<file path="src/design/fcbs_pkg.sv">
`timescale 1ns / 1ps
`default_nettype none

package fcbs_pkg;

  localparam int unsigned DataW  = 32;
  localparam int unsigned PosW   = 29;
  localparam int unsigned AddrW  = 3;
  localparam int unsigned QDepth = 2;

  typedef enum logic {
    KIND_FREE      = 1'b0,
    KIND_SHORTFALL = 1'b1
  } result_kind_e;

  // register select taken from paddr bit 2
  typedef enum logic {
    REG_REQUIRED = 1'b0,
    REG_CLUSTERS = 1'b1
  } reg_idx_e;

  // one classified bitmap byte: bit k of free_mask is cluster offset 8*pos+k
  typedef struct packed {
    logic [7:0]      free_mask;
    logic [PosW-1:0] pos;
    logic            last_byte;
    logic            scan_start;
  } scan_entry_t;

endpackage

`default_nettype wire

</file>
<file path="src/design/fcbs_front.sv">
`timescale 1ns / 1ps
`default_nettype none

module fcbs_front (
  input  logic                     clk_i,
  input  logic                     rst_ni,
  input  logic                     accept_i,
  input  logic [7:0]               bitmap_byte_i,
  input  logic                     final_byte_i,
  input  logic [31:0]              cluster_count_i,
  output fcbs_pkg::scan_entry_t    entry_o
);
  import fcbs_pkg::*;

  logic [PosW-1:0] byte_position_q, byte_position_d;
  logic            scan_active_q, scan_active_d;

  logic [PosW-1:0] pos;
  logic [DataW:0]  diff;
  logic            any_left;
  logic [7:0]      in_range;
  logic [7:0]      free_mask;

  assign pos  = scan_active_q ? byte_position_q : '0;
  // clusters still covered from the first bit of this byte on
  assign diff = {1'b0, cluster_count_i} - {1'b0, pos, 3'b000};
  assign any_left = !diff[DataW] && (diff[DataW-1:0] != '0);

  always_comb begin
    for (int k = 0; k < 8; k++) begin
      in_range[k]  = any_left && ((diff[DataW-1:3] != '0) || (diff[2:0] > 3'(k)));
      free_mask[k] = in_range[k] && !bitmap_byte_i[7-k];
    end
  end

  assign entry_o.free_mask  = free_mask;
  assign entry_o.pos        = pos;
  assign entry_o.last_byte  = final_byte_i;
  assign entry_o.scan_start = !scan_active_q;

  always_comb begin
    byte_position_d = byte_position_q;
    scan_active_d   = scan_active_q;
    if (accept_i) begin
      byte_position_d = pos + 1'b1;
      scan_active_d   = !final_byte_i;
    end
  end

  always_ff @(posedge clk_i or negedge rst_ni) begin
    if (!rst_ni) begin
      byte_position_q <= '0;
      scan_active_q   <= 1'b0;
    end else begin
      byte_position_q <= byte_position_d;
      scan_active_q   <= scan_active_d;
    end
  end

endmodule

`default_nettype wire

</file>
<file path="src/design/fcbs_queue.sv">
`timescale 1ns / 1ps
`default_nettype none

module fcbs_queue (
  input  logic                  clk_i,
  input  logic                  rst_ni,
  input  logic                  push_i,
  input  fcbs_pkg::scan_entry_t push_entry_i,
  output logic                  full_o,
  input  logic                  pop_i,
  output logic                  empty_o,
  output fcbs_pkg::scan_entry_t head_o
);
  import fcbs_pkg::*;

  localparam int unsigned PtrW = (QDepth > 1) ? $clog2(QDepth) : 1;
  localparam int unsigned CntW = $clog2(QDepth + 1);

  scan_entry_t     slot_q [QDepth];
  logic [PtrW-1:0] wr_ptr_q, wr_ptr_d;
  logic [PtrW-1:0] rd_ptr_q, rd_ptr_d;
  logic [CntW-1:0] count_q, count_d;

  assign full_o  = (count_q == CntW'(QDepth));
  assign empty_o = (count_q == '0);
  assign head_o  = slot_q[rd_ptr_q];

  function automatic logic [PtrW-1:0] ptr_inc(input logic [PtrW-1:0] p);
    logic [PtrW-1:0] r;
    r = (p == PtrW'(QDepth - 1)) ? '0 : p + 1'b1;
    return r;
  endfunction

  always_comb begin
    wr_ptr_d = push_i ? ptr_inc(wr_ptr_q) : wr_ptr_q;
    rd_ptr_d = pop_i ? ptr_inc(rd_ptr_q) : rd_ptr_q;
    count_d  = count_q;
    if (push_i && !pop_i) begin
      count_d = count_q + 1'b1;
    end else if (!push_i && pop_i) begin
      count_d = count_q - 1'b1;
    end
  end

  always_ff @(posedge clk_i or negedge rst_ni) begin
    if (!rst_ni) begin
      wr_ptr_q <= '0;
      rd_ptr_q <= '0;
      count_q  <= '0;
    end else begin
      wr_ptr_q <= wr_ptr_d;
      rd_ptr_q <= rd_ptr_d;
      count_q  <= count_d;
    end
  end

  always_ff @(posedge clk_i) begin
    if (push_i) begin
      slot_q[wr_ptr_q] <= push_entry_i;
    end
  end

endmodule

`default_nettype wire

</file>
<file path="src/design/fcbs_back.sv">
`timescale 1ns / 1ps
`default_nettype none

module fcbs_back (
  input  logic                  clk_i,
  input  logic                  rst_ni,
  input  logic                  head_valid_i,
  input  fcbs_pkg::scan_entry_t head_i,
  output logic                  pop_o,
  input  logic [31:0]           required_count_i,
  input  logic                  out_ready_i,
  output logic                  out_valid_o,
  output logic                  result_kind_o,
  output logic [31:0]           value_o,
  output logic                  last_o
);
  import fcbs_pkg::*;

  logic              busy_q, busy_d;
  logic [7:0]        mask_q, mask_d;
  logic [PosW-1:0]   pos_q, pos_d;
  logic              fin_q, fin_d;
  logic [DataW-1:0]  rem_q, rem_d;

  logic              out_valid_q, out_valid_d;
  result_kind_e      kind_q, kind_d;
  logic [DataW-1:0]  value_q, value_d;
  logic              last_q, last_d;

  logic [7:0]        cand;
  logic [2:0]        sel_k;
  logic [DataW-1:0]  rem_dec;
  logic [7:0]        mask_clr;
  logic              step, emit, emit_last, emit_free, done;

  assign cand     = mask_q & {8{rem_q != '0}};
  assign rem_dec  = rem_q - 1'b1;
  assign mask_clr = mask_q & ~(8'b1 << sel_k);
  assign step     = busy_q && (!out_valid_q || out_ready_i);

  // lowest set bit is the lowest cluster number
  always_comb begin
    sel_k = '0;
    for (int k = 7; k >= 0; k--) begin
      if (cand[k]) begin
        sel_k = 3'(k);
      end
    end
  end

  always_comb begin
    emit      = 1'b0;
    emit_free = 1'b0;
    emit_last = 1'b0;
    kind_d    = kind_q;
    value_d   = value_q;
    if (cand != '0) begin
      emit      = 1'b1;
      emit_free = 1'b1;
      kind_d    = KIND_FREE;
      value_d   = {pos_q, sel_k} + DataW'(2);
      emit_last = !((rem_dec != '0) && ((mask_clr != '0) || fin_q));
    end else if (fin_q && (rem_q != '0)) begin
      emit      = 1'b1;
      kind_d    = KIND_SHORTFALL;
      value_d   = rem_q;
      emit_last = 1'b1;
    end
    done  = !emit || emit_last;
    pop_o = head_valid_i && (!busy_q || (step && done));

    busy_d = busy_q;
    mask_d = mask_q;
    pos_d  = pos_q;
    fin_d  = fin_q;
    rem_d  = rem_q;
    if (step) begin
      if (emit_free) begin
        rem_d  = rem_dec;
        mask_d = mask_clr;
      end
      if (done) begin
        busy_d = 1'b0;
      end
    end
    if (pop_o) begin
      busy_d = 1'b1;
      mask_d = head_i.free_mask;
      pos_d  = head_i.pos;
      fin_d  = head_i.last_byte;
      if (head_i.scan_start) begin
        rem_d = required_count_i;
      end
    end

    last_d      = last_q;
    out_valid_d = out_valid_q;
    if (step && emit) begin
      out_valid_d = 1'b1;
      last_d      = emit_last;
    end else if (out_ready_i) begin
      out_valid_d = 1'b0;
    end
    if (!(step && emit)) begin
      kind_d  = kind_q;
      value_d = value_q;
    end
  end

  always_ff @(posedge clk_i or negedge rst_ni) begin
    if (!rst_ni) begin
      busy_q      <= 1'b0;
      rem_q       <= '0;
      out_valid_q <= 1'b0;
    end else begin
      busy_q      <= busy_d;
      rem_q       <= rem_d;
      out_valid_q <= out_valid_d;
    end
  end

  always_ff @(posedge clk_i) begin
    mask_q  <= mask_d;
    pos_q   <= pos_d;
    fin_q   <= fin_d;
    kind_q  <= kind_d;
    value_q <= value_d;
    last_q  <= last_d;
  end

  assign out_valid_o   = out_valid_q;
  assign result_kind_o = kind_q;
  assign value_o       = value_q;
  assign last_o        = last_q;

endmodule

`default_nettype wire

</file>
<file path="src/design/free_cluster_bitmap_scan_unit.sv">
`timescale 1ns / 1ps
`default_nettype none

// Free cluster search over an allocation bitmap fed one byte per transaction (MSB is the
// lowest cluster, 1 means allocated). The front end takes a byte in every cycle in which
// its two-entry queue has room, masks out clusters at or beyond cluster_count and queues
// the byte; the back end then hands out one result per cycle while the result output is
// not stalled, and a byte causes from 0 to 9 results: up to eight free cluster numbers
// plus a shortfall report after the final byte. A byte passes through the queue and the
// back end's byte registers before its results are registered. required_count is sampled
// at the first byte of a scan, cluster_count when each byte is taken; write registers
// only while the block is idle.
module free_cluster_bitmap_scan_unit (
  input  logic                      clk_i,
  input  logic                      rst_ni,
  // apb configuration
  input  logic                      psel,
  input  logic                      penable,
  input  logic                      pwrite,
  input  logic [fcbs_pkg::AddrW-1:0] paddr,
  input  logic [31:0]               pwdata,
  output logic [31:0]               prdata,
  output logic                      pready,
  // bitmap bytes
  input  logic                      in_valid_i,
  output logic                      in_ready_o,
  input  logic [7:0]                bitmap_byte_i,
  input  logic                      final_byte_i,
  // results
  output logic                      out_valid_o,
  input  logic                      out_ready_i,
  output logic                      result_kind_o,
  output logic [31:0]               value_o,
  output logic                      last_o
);
  import fcbs_pkg::*;

  logic [DataW-1:0] required_count_q, required_count_d;
  logic [DataW-1:0] cluster_count_q, cluster_count_d;
  reg_idx_e         reg_sel;
  logic             cfg_write;

  scan_entry_t      push_entry, head;
  logic             q_full, q_empty, pop, accept;

  assign pready    = 1'b1;
  assign reg_sel   = reg_idx_e'(paddr[2]);
  assign cfg_write = psel && penable && pwrite;

  always_comb begin
    required_count_d = required_count_q;
    cluster_count_d  = cluster_count_q;
    if (cfg_write) begin
      case (reg_sel)
        REG_REQUIRED: required_count_d = pwdata;
        REG_CLUSTERS: cluster_count_d  = pwdata;
        default: ;
      endcase
    end
  end

  always_comb begin
    case (reg_sel)
      REG_REQUIRED: prdata = required_count_q;
      REG_CLUSTERS: prdata = cluster_count_q;
      default:      prdata = '0;
    endcase
  end

  always_ff @(posedge clk_i or negedge rst_ni) begin
    if (!rst_ni) begin
      required_count_q <= '0;
      cluster_count_q  <= '0;
    end else begin
      required_count_q <= required_count_d;
      cluster_count_q  <= cluster_count_d;
    end
  end

  assign in_ready_o = !q_full;
  assign accept     = in_valid_i && !q_full;

  fcbs_front u_front (
    .clk_i           (clk_i),
    .rst_ni          (rst_ni),
    .accept_i        (accept),
    .bitmap_byte_i   (bitmap_byte_i),
    .final_byte_i    (final_byte_i),
    .cluster_count_i (cluster_count_q),
    .entry_o         (push_entry)
  );

  fcbs_queue u_queue (
    .clk_i        (clk_i),
    .rst_ni       (rst_ni),
    .push_i       (accept),
    .push_entry_i (push_entry),
    .full_o       (q_full),
    .pop_i        (pop),
    .empty_o      (q_empty),
    .head_o       (head)
  );

  fcbs_back u_back (
    .clk_i            (clk_i),
    .rst_ni           (rst_ni),
    .head_valid_i     (!q_empty),
    .head_i           (head),
    .pop_o            (pop),
    .required_count_i (required_count_q),
    .out_ready_i      (out_ready_i),
    .out_valid_o      (out_valid_o),
    .result_kind_o    (result_kind_o),
    .value_o          (value_o),
    .last_o           (last_o)
  );

endmodule

`default_nettype wire

</file>
<file path="config.mk">
export PLATFORM = sky130hd
export DESIGN_NAME = free_cluster_bitmap_scan_unit
export DESIGN_NICKNAME = d
export VERILOG_FILES = /design/src/design/fcbs_pkg.sv /design/src/design/fcbs_front.sv /design/src/design/fcbs_queue.sv /design/src/design/fcbs_back.sv /design/src/design/free_cluster_bitmap_scan_unit.sv
export SDC_FILE = /design/constraint.sdc
export NUM_CORES = 1
export LEC_CHECK = 0
export ABC_AREA = 1
export BUFFER_PORTS_ARGS = -buffer_cell sky130_fd_sc_hd__buf_2
export CORE_ASPECT_RATIO = 0.6
export CORE_UTILIZATION = 60
export CTS_CLUSTER_DIAMETER = 40
export DETAILED_ROUTE_END_ITERATION = 12
export GPL_ROUTABILITY_DRIVEN = 0
export PLACE_DENSITY = 0.87
export SLEW_MARGIN = 10
export SYNTH_ARGS = -nofsm -noshare
export SYNTH_HDL_FRONTEND = slang
export SYNTH_SLANG_ARGS = --single-unit
export TNS_END_PERCENT = 5
</file>
<file path="constraint.sdc">
create_clock -name clk_i -period 4.8 [get_ports clk_i]
set_clock_uncertainty 0.05 [all_clocks]
set_input_delay 1.44 -clock clk_i [delete_from_list [all_inputs] [get_ports clk_i]]
set_output_delay 1.44 -clock clk_i [all_outputs]
set_load 0.01 [all_outputs]
</file>
==> results of run 1 <==
-- worst max-delay path: stages (launching register included) --
cell     delay, ps
dfrtp_1        640
nand2_1        310
ha_1           440
nand2_1        170
nor2_1         360
nand3_1        130
nand3_1        270
xor2_1         140
or2_2          320
nor3b_1        290
nand2_1        110
nor2_1         200
nand3_1        260
nand3_1        220
nor2_1          80
-- per-stage QoR --
stage               hold slack (ps)  total power (µW)
finish                          437             10600
global route                    456             11200
CTS                             435             10400
detailed placement              423              8160
global placement                414              7990
floorplan                       399              6800
-- worst max-delay path by stage --
stage                                startpoint                    end  slack, ps
final                     u_front.scan_active_q  u_queue.slot_q[0][33]        550
after CTS                 u_front.scan_active_q  u_queue.slot_q[1][31]        810
after floorplan                      in_valid_i   u_queue.slot_q[1][0]        690
after global placement                 paddr[2]             prdata[24]        960
after global routing            u_back.rem_q[0]     u_back.value_o[27]        450
after detailed placement  u_front.scan_active_q  u_queue.slot_q[0][33]        860
-- power groups by stage --
stage	clock network, µW	registers (µW)	logic, µW
floorplan	0	3800	2990
detailed placement	0	3940	4210
global route	2370	3980	4860
global placement	0	3910	4070
CTS	2280	3900	4270
finish	2270	3940	4400
-- metal layers --
| metal | GRT usage | part of all wire | vias up |
|---|---|---|---|
| met1 | 0.509 | 0.42 | 6916 |
| met5 | 0 | 0 | - |
| li1 | - | - | 6867 |
| met2 | 0.502 | 0.40 | 1019 |
| met4 | 0.148 | 0.050 | 0 |
| met3 | 0.0786 | 0.13 | 181 |
-- logic make-up after synthesis --
group | count (synthesis)
mux | 3
buf+inv | 307
fa+ha+maj | 35
compound gates | 270
xor+xnor | 92
flops | 282
simple gates | 1079
other cells | 1
-- area by class of cell --
cell class | count | area, µm²
Inverter | 241 | 905
Clock inverter | 14 | 166
Antenna cell | 1 | 2.50
Fill cell | 2076 | 8380
Tap cell | 360 | 450
Timing Repair Buffer | 135 | 742
Multi-Input combinational cell | 1480 | 7240
Clock buffer | 39 | 783
Sequential cell | 282 | 7810
-- cells in the final DEF (no fill, tap or decap), drive strengths merged, types with 2 or more instances in the layout --
cell type / n
nor3: 26
nor2: 197
or2: 5
mux2i: 3
nand4: 35
a21boi: 3
ha: 34
o21bai: 5
and3b: 2
buf: 135
o21ai: 218
dfrtp: 132
xor2: 65
bufinv: 2
a31oi: 6
clkbuf: 39
a21o: 3
xnor2: 27
a21oi: 32
nand2: 684
edfxtp: 150
nor4: 5
clkinv: 8
inv: 245
nand3b: 4
nand3: 114
nor3b: 3
-- synth_stat cells, types with 10 or more instances --
master	n	share of area
xnor2_1	27	0.015
nor2_1	184	0.043
nor3_1	22	0.0068
o21ai_0	208	0.064
inv_1	234	0.054
dfrtp_1	132	0.20
nor2_2	10	0.0039
nand2_1	674	0.16
nand3_1	114	0.035
ha_1	34	0.026
clkbuf_1	50	0.012
nand4_1	34	0.013
a21oi_1	32	0.0099
edfxtp_1	150	0.28
xor2_1	65	0.035
-- sequential cells by signal (all words and copies together), names as in the netlist --
| signal | count |
|---|---|
| u_back.result_kind_o | 1 |
| u_back.busy_q | 1 |
| u_back.value_o | 32 |
| u_front.byte_position_q | 29 |
| u_back.out_valid_o | 1 |
| u_back.last_o | 1 |
| u_queue.count_q | 2 |
| cluster_count_q | 32 |
| u_back.rem_q | 32 |
| u_queue.slot_q | 78 |
| required_count_q | 32 |
| u_front.scan_active_q | 1 |
| u_back.pos_q | 29 |
| u_queue.wr_ptr_q | 1 |
| u_back.fin_q | 1 |
| u_back.mask_q | 8 |
| u_queue.rd_ptr_q | 1 |
==> results.ini, run 1 <==
[clock_network]
clock_latency_ps=560
clkSinkCount=282
cts_tree=yes
numCtsBuffers=29
hold_buffers=0
cts-resized-gates=0
clock_path_buffers=3
h-tree-depth=1
clockRootBuffer=clkbuf_16
clk_pin_slew_ps=70
post_cts_buffers=0

[min_path]
hold_class=register to register
hold-path-cell-count=1
hold_end=u_front.byte_position_q[3]
min_from=u_front.byte_position_q[3]

[synthesis]
syn_nets=2155
ys_seq_area_frac=0.481
synthesis.instances=2069
syn_area_per_cell_um2=7.84
ys.flop_type=edfxtp_1
synth_area_um2=16200
synthMuxAreaShare=0.00185
synth_xor_area_frac=0.0497
synth_compound_area_frac=0.0873
yosys.area_share.adder=0.0275
synth-async-reset-ratio=0.468
ys_warn_count=0
yosys.area_share.simple=0.278
synth.distinct_cells=48
synth_top_family_by_area=simple AND/OR/NAND/NOR gates
synth_edf_count=150
ys_ff_latch=282

[critical_path]
path_class=register to register
reg2reg_slack_ps=550
worstRegToRegCells=14
r2r-start=u_front.scan_active_q
worst_setup_path_start_kind=register
r2r-end=u_queue.slot_q[0][33]
crit_path_max_fanout=14
endpoint_kind=register
cp.required_ps=5070
cp.arrival_ps=4520

[detailed_routing]
vias_per_cell=5.87
wirelength_um=47700
drc_errors=0
vias=15000
wl_per_cell_um=18.7
ant_nets=0
drt_pass1_iterations=6
drtIter0Drc=2331

[die]
die_w_um=214
num_rows=46
start_util=0.613
die_h_um=129
core_area_um2=26500
io_pins=120
fp.dieArea_um2=27700

[power_and_ir_drop]
total_leakage_power_uw=0.00856
internal_power_uw=5960
clockPowerShare=0.214
irDropWorstVdd_v=0.000465
power.density_nw_per_um2=586
p_sw_uw=4650
p_sw_frac=0.438
p_seq_frac=0.371
comb_power_share=0.415

[sta]
max-slew-margin-rel=0.192
period_share=0.885
layout_min_cycle_time_ps=4250
drv_slew=0
max_slew.worst_pin.slew_ps=1210
finalHoldViolations=0
max_clock_freq_mhz=236
rsz0062_at_grt=false
setup_tns_ps=0
finalSetupViolations=0
setup_slack_ps=554

[global_routing]
grt_pass1_wl_um=74500
gr-total-overflow=0
grt_max_degree=85
track_usage=0.348
antenna_found_initial=1
grt_pass1_vias=13700

[final_layout]
post-route-cell-area_um2=18100
drive_gt1_frac=0.103
final_cells=2552
syn_to_final_growth_pct=11.5
final_util=0.683
fin_nets=2255

[status]
status=finished clean

[place]
dpl.hpwl_um=35500
port_buffers=116
dp_cells=2498
dp_slack_ps=855
postPlaceCellArea_um2=17100

[job]
cap_violations=0

No activity file was read; power rests on OpenSTA's default activity.
==> inputs of run 2 (changes only) <==
Settings changed: CORE_UTILIZATION 60 to 55, PLACE_DENSITY 0.87 to 0.85.
Clock period 4.8 ns to 3.7 ns, I/O delays scaled along.
==> results.ini, run 2 (synthesized netlist as in run 1, its figures left out) <==
[final_layout]
syn_to_final_growth_pct=14.0  ; was 11.5%
drive_gt1_frac=0.121  ; was 0.103
largest_register_ffs=78  ; unchanged
fin_nets=2272  ; was 2255
layout_common_cells=nand2_1, inv_1, o21ai_0, nor2_1, edfxtp_1  ; unchanged
final_common_cell=nand2_1  ; unchanged
regMostFlops=u_queue.slot_q  ; unchanged
final_util=0.640  ; was 0.683
diodes=0  ; was 1

[critical_path]
slowest_delay_ps=510  ; was 640 ps
cp_slowest_cell=dfrtp_2  ; was dfrtp_1
cp.arrival_ps=3870  ; was 4520 ps
worst_setup_path_start_kind=register  ; unchanged
path_buf_inv=1  ; was 0
worstRegToRegCells=15  ; was 14
path_class=register to register  ; unchanged
cp.required_ps=3970  ; was 5070 ps
endpoint_kind=register  ; unchanged
critPathTopFamily=simple AND/OR/NAND/NOR gates  ; unchanged
r2r-end=u_queue.slot_q[1][37]  ; was u_queue.slot_q[0][33]
cp_cell_sequence=nand2_1 > inv_1 > ha_1 > fa_1 > o31ai_2 > a21oi_1 > or2_2 > nand4_1 > nand2_1 > nor2_1 > nand2_1 > nor2_1 > nand3_2 > nand3_1 > nor2_1  ; was nand2_1 > ha_1 > nand2_1 > nor2_1 > nand3_1 > nand3_1 > xor2_1 > or2_2 > nor3b_1 > nand2_1 > nor2_1 > nand3_1 > nand3_1 > nor2_1
r2r-start=u_front.scan_active_q  ; unchanged
path_depth=15  ; was 14
reg2reg_slack_ps=90  ; was 550 ps
crit_path_max_fanout=12  ; was 14

[global_routing]
grt_pass1_vias=13500  ; was 13700
gr-total-overflow=0  ; unchanged
grt_max_degree=65  ; was 85
grt_pass1_wl_um=73600  ; was 74500 µm
track_usage=0.317  ; was 0.348
antenna_found_initial=0  ; was 1

[clock_network]
clock_latency_ps=570  ; was 560 ps
numCtsBuffers=30  ; was 29
clock_path_buffers=3  ; unchanged
clockRootBuffer=clkbuf_16  ; unchanged
clk_pin_slew_ps=70  ; about the same
hold_buffers=0  ; unchanged
cts_tree=yes  ; unchanged
clkSinkCount=282  ; unchanged
h-tree-depth=1  ; unchanged

[die]
die_w_um=224  ; was 214 µm
die_h_um=135  ; was 129 µm
num_rows=48  ; was 46
io_pins=120  ; unchanged
core_area_um2=28900  ; was 26500 µm²
start_util=0.562  ; was 0.613
fp.dieArea_um2=30200  ; was 27700 µm²

[place]
dpl.hpwl_um=36300  ; was 35500 µm
dp_slack_ps=45.1  ; was 855 ps
port_buffers=116  ; unchanged

[power_and_ir_drop]
power.density_nw_per_um2=767  ; was 586 nW/µm²
irDropWorstVdd_v=0.000429  ; was 0.000465 V
total_leakage_power_uw=0.00871  ; was 0.00856 µW

[sta]
max_clock_freq_mhz=277  ; was 236 MHz
max-slew-margin-rel=0.175  ; was 0.192
finalSetupViolations=0  ; unchanged
finalHoldViolations=0  ; unchanged
rsz0062_at_grt=true  ; was false
setup_slack_ps=93.9  ; was 554 ps
drv_slew=0  ; unchanged
max_slew.worst_pin.slew_ps=1240  ; was 1210 ps
layout_min_cycle_time_ps=3610  ; was 4250 ps
period_share=0.975  ; was 0.885

[detailed_routing]
wl_per_cell_um=18.3  ; was 18.7 µm
drt_pass1_iterations=6  ; unchanged
wirelength_um=47800  ; was 47700 µm
drtIter0Drc=2235  ; was 2331
ant_nets=0  ; unchanged
vias=14900  ; was 15000
vias_per_cell=5.72  ; was 5.87
drc_errors=0  ; unchanged

[status]
status=finished clean  ; unchanged

[job]
cap_violations=0  ; unchanged

[min_path]
hold_class=primary input to asynchronous set/reset pin  ; was register to register

[run 2: repair_timing]
item,in CTS,in global routing
gates resized for setup,0,23
setup endpoints to repair,0,71
setup buffers,0,0
[run 2: how the worst max path moves through the flow]
stage	startpoint	to
2_1_floorplan	in_valid_i	u_queue.slot_q[0][0]
3_3_place_gp	u_front.scan_active_q	u_queue.slot_q[0][37]
3_5_place_dp	u_front.scan_active_q	u_queue.slot_q[0][32]
4_1_cts	u_front.scan_active_q	u_queue.slot_q[0][32]
5_1_grt	u_front.scan_active_q	u_queue.slot_q[0][37]
6_report	u_front.scan_active_q	u_queue.slot_q[1][37]
[run 2: layout make-up]
cell class | instances | area [µm²]
Multi-Input combinational cell | 1480 | 7300
Timing Repair Buffer | 151 | 891
Clock buffer | 42 | 925
Fill cell | 2270 | 10400
Tap cell | 400 | 500
Inverter | 241 | 905
Sequential cell | 282 | 7810
Clock inverter | 14 | 168
[run 2: worst reg2reg max path, stage by stage, from the launching register on]
cell	delay (ps)
dfrtp_2	510
nand2_1	100
inv_1	90
ha_1	230
fa_1	440
o31ai_2	350
a21oi_1	260
or2_2	360
nand4_1	70
nand2_1	120
nor2_1	150
nand2_1	70
nor2_1	130
nand3_2	180
nand3_1	180
nor2_1	70
[run 2: per-stage QoR]
| step | area, µm² | TNS, ps | hold WS, ps | total power, µW | std cells |
|---|---|---|---|---|---|
| after floorplan | 16200 | -2420 | 399 | 8820 | 2069 |
| after global placement | 17300 | 0 | 416 | 10400 | 2554 |
| after detailed placement | 17300 | 0 | 423 | 10700 | 2554 |
| after CTS | 18400 | 0 | 421 | 13900 | 2610 |
| after global routing | 18500 | -772 | 446 | 15000 | 2610 |
| final | 18500 | 0 | 414 | 14200 | 2610 |
[run 2: power breakdown]
part / switching, µW / internal [µW]
registers: 690 / 4400
clock network: 1320 / 1910
logic: 4080 / 1790
total: 6090 / 8100
[run 2: metal layers]
metal | share of wire | global-route usage | vias to the layer above
met4 | 0.036 | 0.0978 | 0
met5 | 0 | 0 | -
met2 | 0.40 | 0.458 | 1001
met1 | 0.43 | 0.478 | 6875
li1 | - | - | 6915
met3 | 0.14 | 0.0668 | 136
==> inputs of run 3 (changes only) <==
Settings changed: RECOVER_POWER from default to 50.
==> results.ini, run 3 (synthesized netlist as in run 1, its figures left out) <==
[status]
status=finished clean  ; unchanged

[clock_network]
clkSinkCount=282  ; unchanged
cts_tree=yes  ; unchanged
cts-resized-gates=0  ; unchanged
clk_pin_slew_ps=70  ; about the same
post_cts_buffers=0  ; unchanged
clock_latency_ps=570  ; about the same
h-tree-depth=1  ; unchanged
clockRootBuffer=clkbuf_16  ; unchanged
hold_buffers=0  ; unchanged
numCtsBuffers=30  ; unchanged
clock_path_buffers=3  ; unchanged

[die]
core_area_um2=28900  ; unchanged
num_rows=48  ; unchanged
io_pins=120  ; unchanged
die_w_um=224  ; unchanged
start_util=0.562  ; unchanged
fp.dieArea_um2=30200  ; unchanged
die_h_um=135  ; unchanged

[sta]
max-slew-margin-rel=0.0732  ; was 0.175
period_share=0.978  ; was 0.975
max_slew.worst_pin.slew_ps=1390  ; was 1240 ps
rsz0062_at_grt=true  ; unchanged
layout_min_cycle_time_ps=3620  ; was 3610 ps
finalHoldViolations=0  ; unchanged
finalSetupViolations=0  ; unchanged
max_clock_freq_mhz=276  ; was 277 MHz
drv_slew=0  ; unchanged

[detailed_routing]
drtIter0Drc=2193  ; was 2235
ant_nets=0  ; unchanged
wl_per_cell_um=18.3  ; about the same
wirelength_um=47800  ; about the same
vias_per_cell=5.74  ; was 5.72
drc_errors=0  ; unchanged
drt_pass1_iterations=7  ; was 6
vias=15000  ; was 14900

[final_layout]
syn_to_final_growth_pct=13.6  ; was 14.0%
final_common_cell=nand2_1  ; unchanged
diodes=0  ; unchanged
final_cells=2610  ; unchanged
largest_register_ffs=78  ; unchanged
layout_common_cells=nand2_1, inv_1, o21ai_0, nor2_1, edfxtp_1  ; unchanged
drive_gt1_frac=0.116  ; was 0.121
final_util=0.638  ; was 0.640
fin_nets=2272  ; unchanged
regMostFlops=u_queue.slot_q  ; unchanged

[critical_path]
cp_cell_sequence=clkbuf_1 > buf_4 > nand2_1 > o21ai_0 > buf_2  ; was nand2_1 > inv_1 > ha_1 > fa_1 > o31ai_2 > a21oi_1 > or2_2 > nand4_1 > nand2_1 > nor2_1 > nand2_1 > nor2_1 > nand3_2 > nand3_1 > nor2_1
worstRegToRegCells=15  ; unchanged
path_depth=5  ; was 15
cp_slowest_cell=clkbuf_1  ; was dfrtp_2
r2r-start=u_front.scan_active_q  ; unchanged
startpoint=paddr[2]  ; was u_front.scan_active_q
worst_setup_path_start_kind=primary input  ; was register
path_class=primary input to primary output  ; was register to register
crit_path_max_fanout=32  ; was 12
reg2reg_slack_ps=90  ; about the same
cp.required_ps=2540  ; was 3970 ps
critPathCapture=prdata[26]  ; was u_queue.slot_q[1][37]
path_buf_inv=3  ; was 1
cp.arrival_ps=2460  ; was 3870 ps
r2r-end=u_queue.slot_q[1][37]  ; unchanged
critPathTopFamily=buffers and inverters  ; was simple AND/OR/NAND/NOR gates
endpoint_kind=primary output  ; was register
slowest_delay_ps=460  ; was 510 ps

[power_and_ir_drop]
power.density_nw_per_um2=769  ; was 767 nW/µm²
irDropWorstVdd_v=0.000429  ; about the same
total_leakage_power_uw=0.00867  ; was 0.00871 µW

[global_routing]
grt_pass1_wl_um=73600  ; unchanged
gr-total-overflow=0  ; unchanged
track_usage=0.317  ; unchanged
grt_pass1_vias=13500  ; unchanged
grt_max_degree=65  ; unchanged
antenna_found_initial=0  ; unchanged

[place]
dp_cells=2554  ; unchanged
dpl.hpwl_um=36300  ; unchanged
port_buffers=116  ; unchanged

[job]
cap_violations=0  ; unchanged

[min_path]
hold_class=primary input to asynchronous set/reset pin  ; unchanged

[run 3: cell count changes in the layout (fill, tap and decap cells not counted), sizes merged]
cell,delta
clkbuf,+12
buf,-12
[run 3: worst min path at each step]
stage / start / end / slack [ps] / cells past startpoint
final: rst_ni / u_front.byte_position_q[21] / 410 / 1
after global routing: rst_ni / u_front.byte_position_q[21] / 440 / 1
after CTS: rst_ni / u_front.byte_position_q[26] / 420 / 1
after detailed placement: required_count_q[5] / required_count_q[5] / 420 / 2
after global placement: required_count_q[4] / required_count_q[4] / 420 / 2
after floorplan: u_front.byte_position_q[3] / u_front.byte_position_q[3] / 400 / 1
[run 3: routing by layer]
metal,up-vias,track usage,routed length [µm]
met2,1039,0.458,19300
met5,-,0,0
li1,6908,-,-
met1,6865,0.478,20300
met3,158,0.0668,6500
met4,0,0.0978,1740
[run 3: power breakdown]
part	switching [µW]	internal [µW]	leakage (µW)
clock network	1330	1910	0.000529
logic	4070	1780	0.00502
registers	684	4400	0.00313
total	6090	8090	0.00867
[run 3: final cells by class]
| type | instances | area, µm² |
|---|---|---|
| fill | 2285 | 10500 |
| inverter | 241 | 905 |
| timing repair buffer | 151 | 846 |
| sequential | 282 | 7810 |
| clock buffer | 42 | 925 |
| clock inverter | 14 | 168 |
| tap | 400 | 500 |
| multi-input combinational | 1480 | 7280 |
[run 3: metrics by stage]
step	hold WS (ps)	power [µW]	setup WS (ps)	instance area (µm²)	TNS [ps]
2_1_floorplan	399	8820	-62.2	16200	-2420
3_3_place_gp	416	10400	91.2	17300	0
3_5_place_dp	423	10700	45.1	17300	0
4_1_cts	421	13900	1.65	18400	0
5_1_grt	442	14900	-73.2	18400	-772
6_report	410	14200	82.5	18400	0
[run 3: worst reg2reg max path, delay by kind of cell, from the launching register on]
| family | cells | cell delay (ps) |
|---|---|---|
| compound gates | 2 | 590 |
| flops | 1 | 510 |
| buf+inv | 1 | 100 |
| simple gates | 10 | 1460 |
| fa+ha+maj | 2 | 670 |
